--- config.mk ---
export PLATFORM = sky130hd
export DESIGN_NAME = vertical_filter_yuv_to_rgb_top
export DESIGN_NICKNAME = d
export VERILOG_FILES = /design/src/vfyr_pkg.sv /design/src/vfyr_front.sv /design/src/vfyr_queue.sv /design/src/vfyr_back.sv /design/src/vertical_filter_yuv_to_rgb_top.sv
export SDC_FILE = /design/constraint.sdc
export NUM_CORES = 2
export LEC_CHECK = 0
export BUFFER_PORTS_ARGS = -buffer_cell sky130_fd_sc_hd__buf_2
export CAP_MARGIN = 20
export CORE_ASPECT_RATIO = 0.7
export CORE_UTILIZATION = 50
export CTS_BUF_LIST = sky130_fd_sc_hd__clkbuf_8
export DETAILED_ROUTE_END_ITERATION = 8
export PLACE_DENSITY_LB_ADDON = 0.1
export SLEW_MARGIN = 20
export SYNTH_ARGS = -nofsm -noshare
export SYNTH_HDL_FRONTEND = slang
export SYNTH_SLANG_ARGS = --single-unit
export TNS_END_PERCENT = 10
--- constraint.sdc ---
create_clock -name clk -period 7.3 [get_ports clk]
set_input_delay 0.365 -clock clk [delete_from_list [all_inputs] [get_ports clk]]
set_output_delay 0.365 -clock clk [all_outputs]
set_load 0.01 [all_outputs]
--- src/vfyr_pkg.sv ---
// Package: shared types and constants of the vertical filter and YUV to RGB block.
`timescale 1ns / 1ps

package vfyr_pkg;

    // Field widths
    localparam int SAMPLE_W    = 16;
    localparam int ACC_W       = 32;
    localparam int PIXEL_W     = 24;
    localparam int CFG_FMT_W   = 2;
    localparam int CFG_TAP_W   = 5;
    localparam int CFG_PAIRS_W = 11;
    localparam int CFG_DATA_W  = 11;
    localparam int CFG_INDEX_W = 2;

    // Register indexes
    localparam logic [CFG_INDEX_W-1:0] CFG_PIXEL_FORMAT   = 2'd0;
    localparam logic [CFG_INDEX_W-1:0] CFG_LUMA_TAPS      = 2'd1;
    localparam logic [CFG_INDEX_W-1:0] CFG_CHROMA_TAPS    = 2'd2;
    localparam logic [CFG_INDEX_W-1:0] CFG_PAIRS_PER_LINE = 2'd3;

    // Output formats
    localparam logic [CFG_FMT_W-1:0] FMT_BGR32  = 2'd0;
    localparam logic [CFG_FMT_W-1:0] FMT_BGR24  = 2'd1;
    localparam logic [CFG_FMT_W-1:0] FMT_RGB565 = 2'd2;
    localparam logic [CFG_FMT_W-1:0] FMT_RGB555 = 2'd3;

    // Depth of the queue between the filter and the color converter
    localparam int QUEUE_DEPTH = 2;
    localparam int QPTR_W      = 1;
    localparam int QCNT_W      = 2;

    // Configuration registers as seen by both halves
    typedef struct packed {
        logic [CFG_FMT_W-1:0]   pixel_format;
        logic [CFG_TAP_W-1:0]   luma_taps;
        logic [CFG_TAP_W-1:0]   chroma_taps;
        logic [CFG_PAIRS_W-1:0] pairs_per_line;
    } cfg_t;

    // Filtered sums of one finished pair
    typedef struct packed {
        logic [ACC_W-1:0] luma_first;
        logic [ACC_W-1:0] luma_second;
        logic [ACC_W-1:0] u_sum;
        logic [ACC_W-1:0] v_sum;
        logic             line_end;
    } pair_sums_t;

endpackage

--- src/vfyr_front.sv ---
// Front end: takes tap beats, runs the vertical multiply-accumulate, hands off finished pairs.
`timescale 1ns / 1ps

module vfyr_front
    import vfyr_pkg::*;
#(
    parameter int MAX_TAPS  = 16,
    parameter int MAX_PAIRS = 1024
)
(
    input  logic                       clk,
    input  logic                       rst_n,
    input  cfg_t                       cfg,
    input  logic                       in_valid,
    output logic                       in_ready,
    input  logic signed [SAMPLE_W-1:0] luma_first,
    input  logic signed [SAMPLE_W-1:0] luma_second,
    input  logic signed [SAMPLE_W-1:0] chroma_u,
    input  logic signed [SAMPLE_W-1:0] chroma_v,
    input  logic signed [SAMPLE_W-1:0] luma_weight,
    input  logic signed [SAMPLE_W-1:0] chroma_weight,
    input  logic                       q_full,
    output logic                       q_push,
    output pair_sums_t                 q_data
);

    localparam int TAP_W   = $clog2(MAX_TAPS + 1);
    localparam int TCMP_W  = ((TAP_W > CFG_TAP_W) ? TAP_W : CFG_TAP_W) + 1;
    localparam int PAIR_W  = (MAX_PAIRS > 1) ? $clog2(MAX_PAIRS) : 1;
    localparam int PCMP_W  = ((PAIR_W + 1 > CFG_PAIRS_W) ? PAIR_W + 1 : CFG_PAIRS_W) + 1;
    localparam logic [TCMP_W-1:0] TAP_LIMIT  = TCMP_W'(MAX_TAPS);
    localparam logic [PCMP_W-1:0] PAIR_LIMIT = PCMP_W'(MAX_PAIRS);

    logic [TAP_W-1:0]  tap_index_reg, tap_index_next;
    logic [PAIR_W-1:0] pair_index_reg, pair_index_next;
    logic [ACC_W-1:0]  luma_acc_first_reg, luma_acc_first_next;
    logic [ACC_W-1:0]  luma_acc_second_reg, luma_acc_second_next;
    logic [ACC_W-1:0]  u_acc_reg, u_acc_next;
    logic [ACC_W-1:0]  v_acc_reg, v_acc_next;

    logic [TCMP_W-1:0] luma_eff, chroma_eff, total, tap_ext;
    logic [PCMP_W-1:0] ppl_eff, pair_ext;
    logic              luma_on, chroma_on, closing, last_pair, accept;
    logic signed [ACC_W-1:0] prod_lf, prod_ls, prod_u, prod_v;
    logic [ACC_W-1:0]  sum_lf, sum_ls, sum_u, sum_v;

    // Effective tap counts and line length
    always_comb
    begin
        luma_eff   = (TCMP_W'(cfg.luma_taps) > TAP_LIMIT) ? TAP_LIMIT : TCMP_W'(cfg.luma_taps);
        chroma_eff = (TCMP_W'(cfg.chroma_taps) > TAP_LIMIT) ? TAP_LIMIT
                                                            : TCMP_W'(cfg.chroma_taps);
        total      = (luma_eff > chroma_eff) ? luma_eff : chroma_eff;
        if (total == '0)
        begin
            total = TCMP_W'(1);
        end
        ppl_eff = PCMP_W'(cfg.pairs_per_line);
        if (ppl_eff == '0)
        begin
            ppl_eff = PCMP_W'(1);
        end
        if (ppl_eff > PAIR_LIMIT)
        begin
            ppl_eff = PAIR_LIMIT;
        end
    end

    assign tap_ext   = TCMP_W'(tap_index_reg);
    assign pair_ext  = PCMP_W'(pair_index_reg);
    assign luma_on   = tap_ext < luma_eff;
    assign chroma_on = tap_ext < chroma_eff;
    assign closing   = (tap_ext + TCMP_W'(1)) >= total;
    assign last_pair = (pair_ext + PCMP_W'(1)) >= ppl_eff;

    // A closing beat needs a free queue slot
    assign in_ready = !closing || !q_full;
    assign accept   = in_valid && in_ready;

    // Four multiply-accumulates, wrapping at 32 bits
    assign prod_lf = luma_first * luma_weight;
    assign prod_ls = luma_second * luma_weight;
    assign prod_u  = chroma_u * chroma_weight;
    assign prod_v  = chroma_v * chroma_weight;

    assign sum_lf = luma_on   ? luma_acc_first_reg + ACC_W'(prod_lf)  : luma_acc_first_reg;
    assign sum_ls = luma_on   ? luma_acc_second_reg + ACC_W'(prod_ls) : luma_acc_second_reg;
    assign sum_u  = chroma_on ? u_acc_reg + ACC_W'(prod_u)            : u_acc_reg;
    assign sum_v  = chroma_on ? v_acc_reg + ACC_W'(prod_v)            : v_acc_reg;

    // Hand-off to the queue
    assign q_push              = accept && closing;
    assign q_data.luma_first   = sum_lf;
    assign q_data.luma_second  = sum_ls;
    assign q_data.u_sum        = sum_u;
    assign q_data.v_sum        = sum_v;
    assign q_data.line_end     = last_pair;

    // Tap and line position
    always_comb
    begin
        tap_index_next       = tap_index_reg;
        pair_index_next      = pair_index_reg;
        luma_acc_first_next  = luma_acc_first_reg;
        luma_acc_second_next = luma_acc_second_reg;
        u_acc_next           = u_acc_reg;
        v_acc_next           = v_acc_reg;
        if (accept)
        begin
            if (closing)
            begin
                tap_index_next       = '0;
                pair_index_next      = last_pair ? '0 : pair_index_reg + PAIR_W'(1);
                luma_acc_first_next  = '0;
                luma_acc_second_next = '0;
                u_acc_next           = '0;
                v_acc_next           = '0;
            end
            else
            begin
                tap_index_next       = tap_index_reg + TAP_W'(1);
                luma_acc_first_next  = sum_lf;
                luma_acc_second_next = sum_ls;
                u_acc_next           = sum_u;
                v_acc_next           = sum_v;
            end
        end
    end

    always_ff @(posedge clk or negedge rst_n)
    begin
        if (!rst_n)
        begin
            tap_index_reg       <= '0;
            pair_index_reg      <= '0;
            luma_acc_first_reg  <= '0;
            luma_acc_second_reg <= '0;
            u_acc_reg           <= '0;
            v_acc_reg           <= '0;
        end
        else
        begin
            tap_index_reg       <= tap_index_next;
            pair_index_reg      <= pair_index_next;
            luma_acc_first_reg  <= luma_acc_first_next;
            luma_acc_second_reg <= luma_acc_second_next;
            u_acc_reg           <= u_acc_next;
            v_acc_reg           <= v_acc_next;
        end
    end

endmodule

--- src/vfyr_queue.sv ---
// Two-entry queue of finished pair sums between the filter and the color converter.
`timescale 1ns / 1ps

module vfyr_queue
    import vfyr_pkg::*;
(
    input  logic       clk,
    input  logic       rst_n,
    input  logic       push,
    input  pair_sums_t push_data,
    input  logic       pop,
    output logic       full,
    output logic       not_empty,
    output pair_sums_t head
);

    pair_sums_t          entry_reg [QUEUE_DEPTH];
    logic [QPTR_W-1:0]   wr_ptr_reg, wr_ptr_next;
    logic [QPTR_W-1:0]   rd_ptr_reg, rd_ptr_next;
    logic [QCNT_W-1:0]   count_reg, count_next;

    assign full      = count_reg == QCNT_W'(QUEUE_DEPTH);
    assign not_empty = count_reg != '0;
    assign head      = entry_reg[rd_ptr_reg];

    // Pointer and fill count
    always_comb
    begin
        wr_ptr_next = push ? wr_ptr_reg + QPTR_W'(1) : wr_ptr_reg;
        rd_ptr_next = pop ? rd_ptr_reg + QPTR_W'(1) : rd_ptr_reg;
        count_next  = count_reg;
        if (push && !pop)
        begin
            count_next = count_reg + QCNT_W'(1);
        end
        else if (pop && !push)
        begin
            count_next = count_reg - QCNT_W'(1);
        end
    end

    always_ff @(posedge clk or negedge rst_n)
    begin
        if (!rst_n)
        begin
            wr_ptr_reg <= '0;
            rd_ptr_reg <= '0;
            count_reg  <= '0;
        end
        else
        begin
            wr_ptr_reg <= wr_ptr_next;
            rd_ptr_reg <= rd_ptr_next;
            count_reg  <= count_next;
        end
    end

    // Storage
    always_ff @(posedge clk)
    begin
        if (push)
        begin
            entry_reg[wr_ptr_reg] <= push_data;
        end
    end

endmodule

--- src/vfyr_back.sv ---
// Back end: normalizes pair sums, runs the BT.601 conversion and packs two pixels.
`timescale 1ns / 1ps

module vfyr_back
    import vfyr_pkg::*;
(
    input  logic               clk,
    input  logic               rst_n,
    input  cfg_t               cfg,
    input  logic               q_not_empty,
    input  pair_sums_t         q_head,
    output logic               q_pop,
    output logic               out_valid,
    input  logic               out_ready,
    output logic [PIXEL_W-1:0] pixel_word_first,
    output logic [PIXEL_W-1:0] pixel_word_second,
    output logic               line_end
);

    localparam int CONV_W = 26;
    localparam logic signed [CONV_W-1:0] COEF_Y   = 26'sh2568;
    localparam logic signed [CONV_W-1:0] COEF_RV  = 26'sh3343;
    localparam logic signed [CONV_W-1:0] COEF_GU  = 26'sh0c92;
    localparam logic signed [CONV_W-1:0] COEF_GV  = 26'sh1a1e;
    localparam logic signed [CONV_W-1:0] COEF_BU  = 26'sh40cf;
    localparam logic signed [CONV_W-1:0] Y_OFFSET = 26'sd2097152;

    // Sum >> 19, clamped to 0..255
    function automatic logic [7:0] norm8(input logic [ACC_W-1:0] acc);
        logic signed [12:0] v;
        v = $signed(acc[ACC_W-1:19]);
        if (v < 0)
        begin
            return 8'd0;
        end
        else if (v > 13'sd255)
        begin
            return 8'd255;
        end
        return v[7:0];
    endfunction

    // (sum >> 13) - 256, clipped to 0..255
    function automatic logic [7:0] chan(input logic signed [CONV_W-1:0] s);
        logic signed [12:0] t;
        t = $signed(s[CONV_W-1:13]) - 13'sd256;
        if (t < 0)
        begin
            return 8'd0;
        end
        else if (t > 13'sd255)
        begin
            return 8'd255;
        end
        return t[7:0];
    endfunction

    function automatic logic [PIXEL_W-1:0] pack(input logic [CFG_FMT_W-1:0] fmt,
                                                input logic [7:0] b,
                                                input logic [7:0] g,
                                                input logic [7:0] r);
        logic [PIXEL_W-1:0] w;
        case (fmt)
            FMT_RGB565: w = {8'd0, r[7:3], g[7:2], b[7:3]};
            FMT_RGB555: w = {9'd0, r[7:3], g[7:3], b[7:3]};
            default:    w = {r, g, b};
        endcase
        return w;
    endfunction

    logic advance;

    // Stage 1: normalized, offset samples
    logic                    s1_valid_reg, s1_valid_next;
    logic signed [8:0]       s1_y1_reg, s1_y2_reg, s1_cu_reg, s1_cv_reg;
    logic                    s1_line_end_reg;

    // Stage 2: scaled luma and chroma terms
    logic                    s2_valid_reg, s2_valid_next;
    logic signed [CONV_W-1:0] s2_y1_reg, s2_y2_reg, s2_cb_reg, s2_cg_reg, s2_cr_reg;
    logic                    s2_line_end_reg;

    // Output register
    logic                    out_valid_reg, out_valid_next;
    logic [PIXEL_W-1:0]      out_first_reg, out_first_next;
    logic [PIXEL_W-1:0]      out_second_reg, out_second_next;
    logic                    out_line_end_reg;

    // Whole pipeline moves unless a result is waiting
    assign advance = !out_valid_reg || out_ready;
    assign q_pop   = advance && q_not_empty;

    assign s1_valid_next  = advance ? q_not_empty : s1_valid_reg;
    assign s2_valid_next  = advance ? s1_valid_reg : s2_valid_reg;
    assign out_valid_next = advance ? s2_valid_reg : out_valid_reg;

    always_ff @(posedge clk or negedge rst_n)
    begin
        if (!rst_n)
        begin
            s1_valid_reg  <= 1'b0;
            s2_valid_reg  <= 1'b0;
            out_valid_reg <= 1'b0;
        end
        else
        begin
            s1_valid_reg  <= s1_valid_next;
            s2_valid_reg  <= s2_valid_next;
            out_valid_reg <= out_valid_next;
        end
    end

    // Final channel sums and packing
    always_comb
    begin
        out_first_next  = pack(cfg.pixel_format, chan(s2_y1_reg + s2_cb_reg),
                               chan(s2_y1_reg + s2_cg_reg), chan(s2_y1_reg + s2_cr_reg));
        out_second_next = pack(cfg.pixel_format, chan(s2_y2_reg + s2_cb_reg),
                               chan(s2_y2_reg + s2_cg_reg), chan(s2_y2_reg + s2_cr_reg));
    end

    // Payload registers
    always_ff @(posedge clk)
    begin
        if (advance)
        begin
            s1_y1_reg        <= $signed({1'b0, norm8(q_head.luma_first)}) - 9'sd16;
            s1_y2_reg        <= $signed({1'b0, norm8(q_head.luma_second)}) - 9'sd16;
            s1_cu_reg        <= $signed({1'b0, norm8(q_head.u_sum)}) - 9'sd128;
            s1_cv_reg        <= $signed({1'b0, norm8(q_head.v_sum)}) - 9'sd128;
            s1_line_end_reg  <= q_head.line_end;

            s2_y1_reg        <= COEF_Y * CONV_W'(s1_y1_reg) + Y_OFFSET;
            s2_y2_reg        <= COEF_Y * CONV_W'(s1_y2_reg) + Y_OFFSET;
            s2_cb_reg        <= COEF_BU * CONV_W'(s1_cu_reg);
            s2_cg_reg        <= -(COEF_GV * CONV_W'(s1_cv_reg)) - (COEF_GU * CONV_W'(s1_cu_reg));
            s2_cr_reg        <= COEF_RV * CONV_W'(s1_cv_reg);
            s2_line_end_reg  <= s1_line_end_reg;

            out_first_reg    <= out_first_next;
            out_second_reg   <= out_second_next;
            out_line_end_reg <= s2_line_end_reg;
        end
    end

    assign out_valid         = out_valid_reg;
    assign pixel_word_first  = out_first_reg;
    assign pixel_word_second = out_second_reg;
    assign line_end          = out_line_end_reg;

endmodule

--- src/vertical_filter_yuv_to_rgb_top.sv ---
// Top level: configuration registers, filter front end, pair queue and color converter.
`timescale 1ns / 1ps

// Vertical FIR plus BT.601 YUV to RGB for pixel pairs. Each input beat is one vertical
// tap of a pair; the front end accepts one beat per clock and multiply-accumulates it
// into four 32-bit sums. The beat numbered max(luma_taps, chroma_taps), each capped at
// MAX_TAPS, closes the pair and drops its sums into a two-entry queue; that beat waits
// only if the queue is full. The converter takes one pair per clock from the queue
// unless out_ready holds its output, through a three-register pipeline (normalize,
// scale, clip and pack). N taps cost N input beats unless a held output fills the queue.
// Configuration writes take effect on the next clock; change them only while idle.

module vertical_filter_yuv_to_rgb_top
    import vfyr_pkg::*;
#(
    parameter int MAX_TAPS  = 16,
    parameter int MAX_PAIRS = 1024
)
(
    input  logic                       clk,
    input  logic                       rst_n,
    input  logic                       cfg_write,
    input  logic [CFG_INDEX_W-1:0]     cfg_index,
    input  logic [CFG_DATA_W-1:0]      cfg_data,
    input  logic                       in_valid,
    output logic                       in_ready,
    input  logic signed [SAMPLE_W-1:0] luma_first,
    input  logic signed [SAMPLE_W-1:0] luma_second,
    input  logic signed [SAMPLE_W-1:0] chroma_u,
    input  logic signed [SAMPLE_W-1:0] chroma_v,
    input  logic signed [SAMPLE_W-1:0] luma_weight,
    input  logic signed [SAMPLE_W-1:0] chroma_weight,
    output logic                       out_valid,
    input  logic                       out_ready,
    output logic [PIXEL_W-1:0]         pixel_word_first,
    output logic [PIXEL_W-1:0]         pixel_word_second,
    output logic                       line_end
);

    cfg_t       cfg_reg, cfg_next;
    logic       q_full, q_push, q_pop, q_not_empty;
    pair_sums_t q_in, q_head;

    // Configuration registers
    always_comb
    begin
        cfg_next = cfg_reg;
        if (cfg_write)
        begin
            unique case (cfg_index)
                CFG_PIXEL_FORMAT:   cfg_next.pixel_format   = cfg_data[CFG_FMT_W-1:0];
                CFG_LUMA_TAPS:      cfg_next.luma_taps      = cfg_data[CFG_TAP_W-1:0];
                CFG_CHROMA_TAPS:    cfg_next.chroma_taps    = cfg_data[CFG_TAP_W-1:0];
                CFG_PAIRS_PER_LINE: cfg_next.pairs_per_line = cfg_data[CFG_PAIRS_W-1:0];
                default:            cfg_next = cfg_reg;
            endcase
        end
    end

    always_ff @(posedge clk or negedge rst_n)
    begin
        if (!rst_n)
        begin
            cfg_reg.pixel_format   <= FMT_BGR32;
            cfg_reg.luma_taps      <= CFG_TAP_W'(1);
            cfg_reg.chroma_taps    <= CFG_TAP_W'(1);
            cfg_reg.pairs_per_line <= CFG_PAIRS_W'(1);
        end
        else
        begin
            cfg_reg <= cfg_next;
        end
    end

    vfyr_front #(
        .MAX_TAPS  (MAX_TAPS),
        .MAX_PAIRS (MAX_PAIRS)
    ) u_front (
        .clk           (clk),
        .rst_n         (rst_n),
        .cfg           (cfg_reg),
        .in_valid      (in_valid),
        .in_ready      (in_ready),
        .luma_first    (luma_first),
        .luma_second   (luma_second),
        .chroma_u      (chroma_u),
        .chroma_v      (chroma_v),
        .luma_weight   (luma_weight),
        .chroma_weight (chroma_weight),
        .q_full        (q_full),
        .q_push        (q_push),
        .q_data        (q_in)
    );

    vfyr_queue u_queue (
        .clk       (clk),
        .rst_n     (rst_n),
        .push      (q_push),
        .push_data (q_in),
        .pop       (q_pop),
        .full      (q_full),
        .not_empty (q_not_empty),
        .head      (q_head)
    );

    vfyr_back u_back (
        .clk               (clk),
        .rst_n             (rst_n),
        .cfg               (cfg_reg),
        .q_not_empty       (q_not_empty),
        .q_head            (q_head),
        .q_pop             (q_pop),
        .out_valid         (out_valid),
        .out_ready         (out_ready),
        .pixel_word_first  (pixel_word_first),
        .pixel_word_second (pixel_word_second),
        .line_end          (line_end)
    );

endmodule
# --- Word-level counts from Yosys, hierarchy flattened ---
# Memories as Yosys holds them, arrays and structs flattened.
# Index checks and enable logic that the tools add are counted.
totals:
  register_bits: 390
  mem_bits_rw: 258
  romBits: 0
  latchBits: 0
  word_cells: 209
  memories: 1
  output_inout_bits: 51
  inputBits: 114
op_classes:
  add_sub_neg: 32
  mux: 80
  mul: 10
  n_eq_ne: 6
  n_lt_le_gt_ge: 28
  reduce_logical: 22
  n_div: 0
  shifts: 0
  bitwise_logic: 0
memory_table:
  columns: ["name", "words", "width", "read_ports", "rd_clocked_by_memory_dff", "wr", "line", "rtl"]
  rows:
  - ["u_queue.entry_reg", 2, 129, 1, 0, 1, "vfyr_queue.sv:17", "pair_sums_t entry_reg [QUEUE_DEPTH];"]
op_table:
  columns: ["cell", "n"]
  rows:
  - ["two-way mux 8 bit", 34]
  - ["two-way mux 32 bit", 8]
  - ["adder 26 bit", 6]
  - ["greater-than comparator 13 x 9 -> 1 bit, second input constant", 10]
  - ["less-than comparator 13 x 1 -> 1 bit, second input constant", 10]
  - ["adder 32 bit", 4]
  - ["multiplier 16 x 16 -> 32 bit", 4]
  - ["one-hot mux 24 bit (2 select lines)", 2]
  - ["subtractor 13 x 10 -> 13 bit, second input constant", 6]
  - ["multiplier 12 x 9 -> 21 bit, first input constant", 3]
  - ["adder 26 x 23 -> 26 bit, second input constant", 2]
  - ["two-way mux 1 bit", 26]
  - ["negator 26 bit", 1]
  - ["subtractor 26 bit", 1]
  - ["multiplier 16 x 9 -> 25 bit, first input constant", 1]
  - ["multiplier 15 x 9 -> 24 bit, first input constant", 1]
  - ["multiplier 13 x 9 -> 22 bit, first input constant", 1]
  - ["two-way mux 11 bit", 2]
  - ["subtractor 8 x 5 -> 9 bit, second input constant", 2]
  - ["subtractor 8 x 8 -> 9 bit, second input constant", 2]
  - ["two-way mux 5 bit", 3]
  - ["greater-or-equal comparator 12 x 11 -> 1 bit", 1]
  - ["less-than comparator 5 x 6 -> 1 bit", 2]
  - ["two-way mux 6 bit", 2]
  - ["23 further kinds", 44]

# --- Depth between registers and ports, before layout ---
logic_depth:
  depth_word: 15
  mapped_depth: 28
  depth_no_buf: 28

# --- Cells and area by module ---
# From an unflattened synthesis, not the netlist that was laid out.
unflattened:
  hier_cells: 8670
  area_unflattened_um2: 86762.0
modules_own_cells:
  columns: ["module", "cells_each", "n_inst", "seq_area_each_um2", "area_per_inst_um2"]
  rows:
  - ["vfyr_front", 5611, 1, 3578.4, 51209.1]
  - ["vfyr_back", 2591, 1, 5930.7, 25144.1]
  - ["vfyr_queue", 417, 1, 7847.5, 9524.1]
  - ["vertical_filter_yuv_to_rgb_top", 51, 1, 579.3, 884.6]

# --- Worst setup path before layout ---
# No wires, ideal clock.
synth_path:
  path_kind: "input to register"
  startpoint: "input out_ready"
  endpoint: "register u_queue.count_reg[1]"
  cell_stages: 5
  required_ps: 7221
  n_path_buf: 0
  setup_time_ps: 79
  arrival_time_ps: 7225
  setup_slack_ps: -4
  cell_sequence: "nand2b_1 o21ai_0 ha_1 nor2_1 xor2_1"
synth_between:
  elab_chain_cells: 5
  elab_cells_between_ends: 7
  cone_classes: "1 x mux; 6 x reduce/logical"
synth_rtl:
  columns: ["element", "line", "rtl"]
  rows:
  - ["start: declaration", "vertical_filter_yuv_to_rgb_top.sv:34", "input logic out_ready,"]
  - ["logical OR 1 bit *", "vfyr_back.sv:90", "assign advance = !out_valid_reg || out_ready;"]
  - ["logical AND 1 bit *", "vfyr_back.sv:91", "assign q_pop = advance && q_not_empty;"]
  - ["zero test 1 bit", "vfyr_queue.sv:32", "if (push && !pop)"]
  - ["logical AND 1 bit", "vfyr_queue.sv:32", null]
  - ["two-way mux 2 bit or nonzero test 2 bit (tied branches)", null, null]
  - ["end signal: assignment", "vfyr_queue.sv:54", "count_reg <= count_next;"]
  - ["end: declaration", "vfyr_queue.sv:20", "logic [QCNT_W-1:0] count_reg, count_next;"]
# Mark *: on every way between the ends. The rest lies on a longest branch, timed or not.
# A chain may end at the register's enable or synchronous reset.

# --- Worst setup path after layout ---
layout_path:
  startpoint: "register u_back.s1_cv_reg[4]"
  endpoint: "register u_back.s2_cg_reg[23] (data pin)"
layout_between:
  elab_chain_cells: 3
layout_rtl:
  columns: ["element", "line", "rtl"]
  rows:
  - ["start: declaration", "vfyr_back.sv:75", "logic signed [8:0] s1_y1_reg, s1_y2_reg, s1_cu_reg, s1_cv_reg;"]
  - ["start signal: assignment", "vfyr_back.sv:130", "s1_cv_reg <= $signed({1'b0, norm8(q_head.v_sum)}) - 9'sd128;"]
  - ["multiplier 13 x 9 -> 22 bit", "vfyr_back.sv:136", "s2_cg_reg <= -(COEF_GV * CONV_W'(s1_cv_reg)) - (COEF_GU * CONV_W'(s1_cu_reg));"]
  - ["negator 26 bit", "vfyr_back.sv:136", null]
  - ["subtractor 26 bit", "vfyr_back.sv:136", null]
  - ["end signal: assignment", "vfyr_back.sv:136", null]
  - ["end: declaration", "vfyr_back.sv:80", "logic signed [CONV_W-1:0] s2_y1_reg, s2_y2_reg, s2_cb_reg, s2_cg_reg, s2_cr_reg;"]
# Every way passes these cells.

==> impl_results.md <==
- Hold crit path type: in2reg
- Drt via density: 5.31
- Clk slew on worst S/H paths: 0.06 ns
- FILL cells: 14100
- Max Slew Vio Count: 0
- Flop2flop setup slack: 0.44 ns
- R2r startpoint: u_back.s1_cv_reg[4]$_DFFE_PP_
- Final instance area: 0.0850 mm²
- F_max: 146 MHz
- MaxCap Viol Count: 0
- Port bufs: 164
- Yosys warns: 0
- DP Cell Count: 10200
- Final Util: 54.4%
- Number of synthesized flops with an enable pin: 303
- Drt pass-1 iters: 6
- Delay-heaviest family, CP: adder cells
- Commonest cells after routing, fill and taps aside: inv_1 (1730), fa_1 (1281), ha_1 (996)
- Worst-Skew Late Latency: 0.84 ns
- Final WL: 198000 µm
- GRT overflow: 0
- Mapped Cells: 8044
- Synth Area per Inst: 9.82 µm²
- Pin count of the biggest net entering global routing: 70
- Share of layout cells above drive strength 1: 6.91%
- Routed via count: 55200
- Final min period: 6.86 ns
- RSZ-0062 raised after global routing: no
- CP Launch Type: flop
- Initial Utilization: 50.6%
- Row count: 121
- Antenna Nets Post-Route: 0
- CP most frequent cell: ha_1
- Total CTS buffers: 87
- Top-area cell type share of the netlist area: 32.5%
- WP data required: 7.88 ns
- Remaining DRCs: 0
- Outcome: finished, final reports clean
- Number of global-route vias before repair: 58600
- Largest register FFs: 106
- First-pass GRT wire length: 327000 µm
- Num Clock Sinks: 476
- Worst setup path endpoint: u_back.s2_cg_reg[23]$_DFFE_PP_
- Post-DP HPWL: 163000 µm
- Die ar.: 0.160 mm²
- Crit Reg-Reg Endpoint: u_back.s2_cg_reg[23]$_DFFE_PP_
- #FFs+latches synth: 476
- Wire per inst: 19.1 µm
- GP Congestion: 0.908
- Max FO, Critical Path: 3
- Area Growth Syn to Fin: 7.51%
- Post-synth top flop: edfxtp_1
- Critical path launch point: u_back.s1_cv_reg[4]$_DFFE_PP_
- Area of the core: 0.156 mm²
- Post-layout net count: 10600
- CTS max path bufs: 3
- Slowest-stage cell, CP: edfxtp_1
- Top Ports: 165
- Synth area leader: fa_1
- Post-synthesis sequential area ratio: 17.0%
- Levels on crit path: 26
- Post-Syn Nets: 10400
- Die boundary height: 335 µm
- Worst-Margin Slew: 1.11 ns
- Final Setup Violations: 0
- CP endpoint kind: flop
- Period utilization: 94.0%
- Leading cell type in the layout, fill and taps excluded: inv_1
- Worst path buffer plus inverter count: 2
- Fin. Hold Viols: 0
- Clock root buffer: clkbuf_8
- Worst Path Arrival: 7.45 ns
- CTS H-tree depth: 3
- Die width: 477 µm
- Cell Count, Final, Fillers Out: 10400
- Mapped cell area: 0.0790 mm²
- Area contributors post-synth: fa_1 (32%), ha_1 (16%), edfxtp_1 (12%)
- Register-to-Register Path Depth: 26
- All-Layer GR Usage: 26.0%
- Drt initial violations: 3501
- Netlist cell types: 91
- Initial antenna violation count: 10
- Kind of critical path: reg2reg
- Max_slew headroom: 25.7%
- CP max stage delay: 0.53 ns
- Post-placement cell area: 0.0828 mm²
- Final Skew: 0.0530 ns
- Async S/R FF share, synth: 36.3%
- CTS tree: built
[cell usage after synthesis, types with 8 or more instances]
cell type / instances
or2_2: 25
nand2b_1: 54
nor3b_1: 12
a31o_2: 11
or3_1: 25
nand3_1: 66
o22ai_1: 14
a31oi_1: 26
nor4_1: 17
o21bai_1: 50
inv_1: 1709
or4_1: 11
nand4_1: 31
a21o_1: 110
a21oi_1: 255
mux2i_1: 48
o21a_1: 24
mux2_2: 65
a211oi_1: 40
ha_1: 998
o31a_1: 11
nor2_1: 242
nor4b_1: 8
a22o_1: 64
o31ai_1: 21
edfxtp_1: 303
xor2_1: 119
dfrtp_1: 170
xnor2_1: 238
nand2_1: 740
nor2b_1: 37
a211o_1: 14
o211ai_1: 9
and2_1: 514
fa_1: 1281
a21boi_0: 11
nor3_1: 79
clkbuf_1: 227
and3_1: 25
nand3b_1: 11
o21ai_0: 206
[cell families after synthesis]
| family | Yosys count | share of synthesized area, % |
|---|---|---|
| AND/OR/NAND/NOR | 1914 | 12.0 |
| AO/OA/AOI/OAI | 960 | 8.05 |
| XOR/XNOR | 357 | 3.96 |
| adder cells (fa/ha/maj) | 2279 | 48.3 |
| buffers and inverters | 1944 | 9.23 |
| multiplexers | 114 | 1.55 |
| flip-flops | 476 | 17.0 |
[layer usage]
layer | vias to the layer above | track usage (%) | share of wire (%) | routed length, µm
li1 | 25900 | - | - | -
met1 | 27700 | 40.0 | 50 | 99300
met2 | 1371 | 38.4 | 42 | 82700
met3 | 173 | 4.61 | 7.0 | 13800
met4 | 6 | 4.19 | 1.3 | 2590
met5 | - | 0 | 0.016 | 31
[per-stage QoR]
step                setup slack (ns)  TNS (ns)  hold WS (ns)
finish                         0.437         0        0.0770
detailed placement           -0.0431    -0.125         0.413
CTS                            0.129         0      0.000403
global placement              0.0847         0         0.405
global route                  0.0559         0        0.0516
floorplan                      0.454         0        0.0694
[area by class of cell]
| type | count | area, µm² | share of cell area, % |
|---|---|---|---|
| flip-flops and latches | 476 | 13400 | 15.8 |
| well taps | 2091 | 2620 | 3.08 |
| diodes | 5 | 12.5 | 0.0147 |
| multi-input cells | 5624 | 58400 | 68.7 |
| repair buffers | 322 | 2170 | 2.55 |
| clock buffers | 89 | 1220 | 1.44 |
| clock inverters | 73 | 719 | 0.847 |
| inverters | 1711 | 6420 | 7.56 |
[worst reg2reg max path, cell delays in order (launching register included)]
cell	delay, ns
edfxtp_1	0.53
ha_2	0.29
inv_1	0.13
fa_1	0.52
inv_1	0.04
ha_1	0.29
fa_1	0.44
ha_1	0.28
ha_1	0.22
fa_1	0.47
a21o_1	0.18
a21oi_1	0.21
o21bai_1	0.09
a21oi_1	0.21
o21bai_1	0.11
a21oi_2	0.18
o21bai_1	0.08
a21oi_1	0.23
o21bai_1	0.12
a31o_2	0.27
mux2i_1	0.13
or2_2	0.30
ha_1	0.33
ha_1	0.34
and2_1	0.19
a311oi_2	0.35
xor2_1	0.10
[repair_timing]
item / in CTS / in global routing
endpoints found under the setup margin: 0 / 5
hold endpoints to repair: 93 / 0
buffers inserted: 0 / 5
resized for setup: 0 / 3
hold buffers: 17 / 0
[worst min-delay path by stage]
stage              start                                         end  slack (ns)  cells after the start
2_1_floorplan      rst_n                     cfg_reg[10]$_DFFE_PN0P_        0.07                      0
3_3_place_gp       rst_n  u_front.luma_acc_second_reg[4]$_DFFE_PN0P_        0.40                      1
3_5_place_dp       rst_n  u_front.luma_acc_second_reg[4]$_DFFE_PN0P_        0.41                      1
4_1_cts        out_ready                u_back.out_valid$_DFFE_PN0P_      0.0004                      3
5_1_grt        out_ready                u_back.out_valid$_DFFE_PN0P_        0.05                      3
6_report       out_ready                u_back.out_valid$_DFFE_PN0P_        0.08                      3
Power is not shown: default switching activity piles up to over one toggle a cycle in this logic, so the estimate is an artifact.
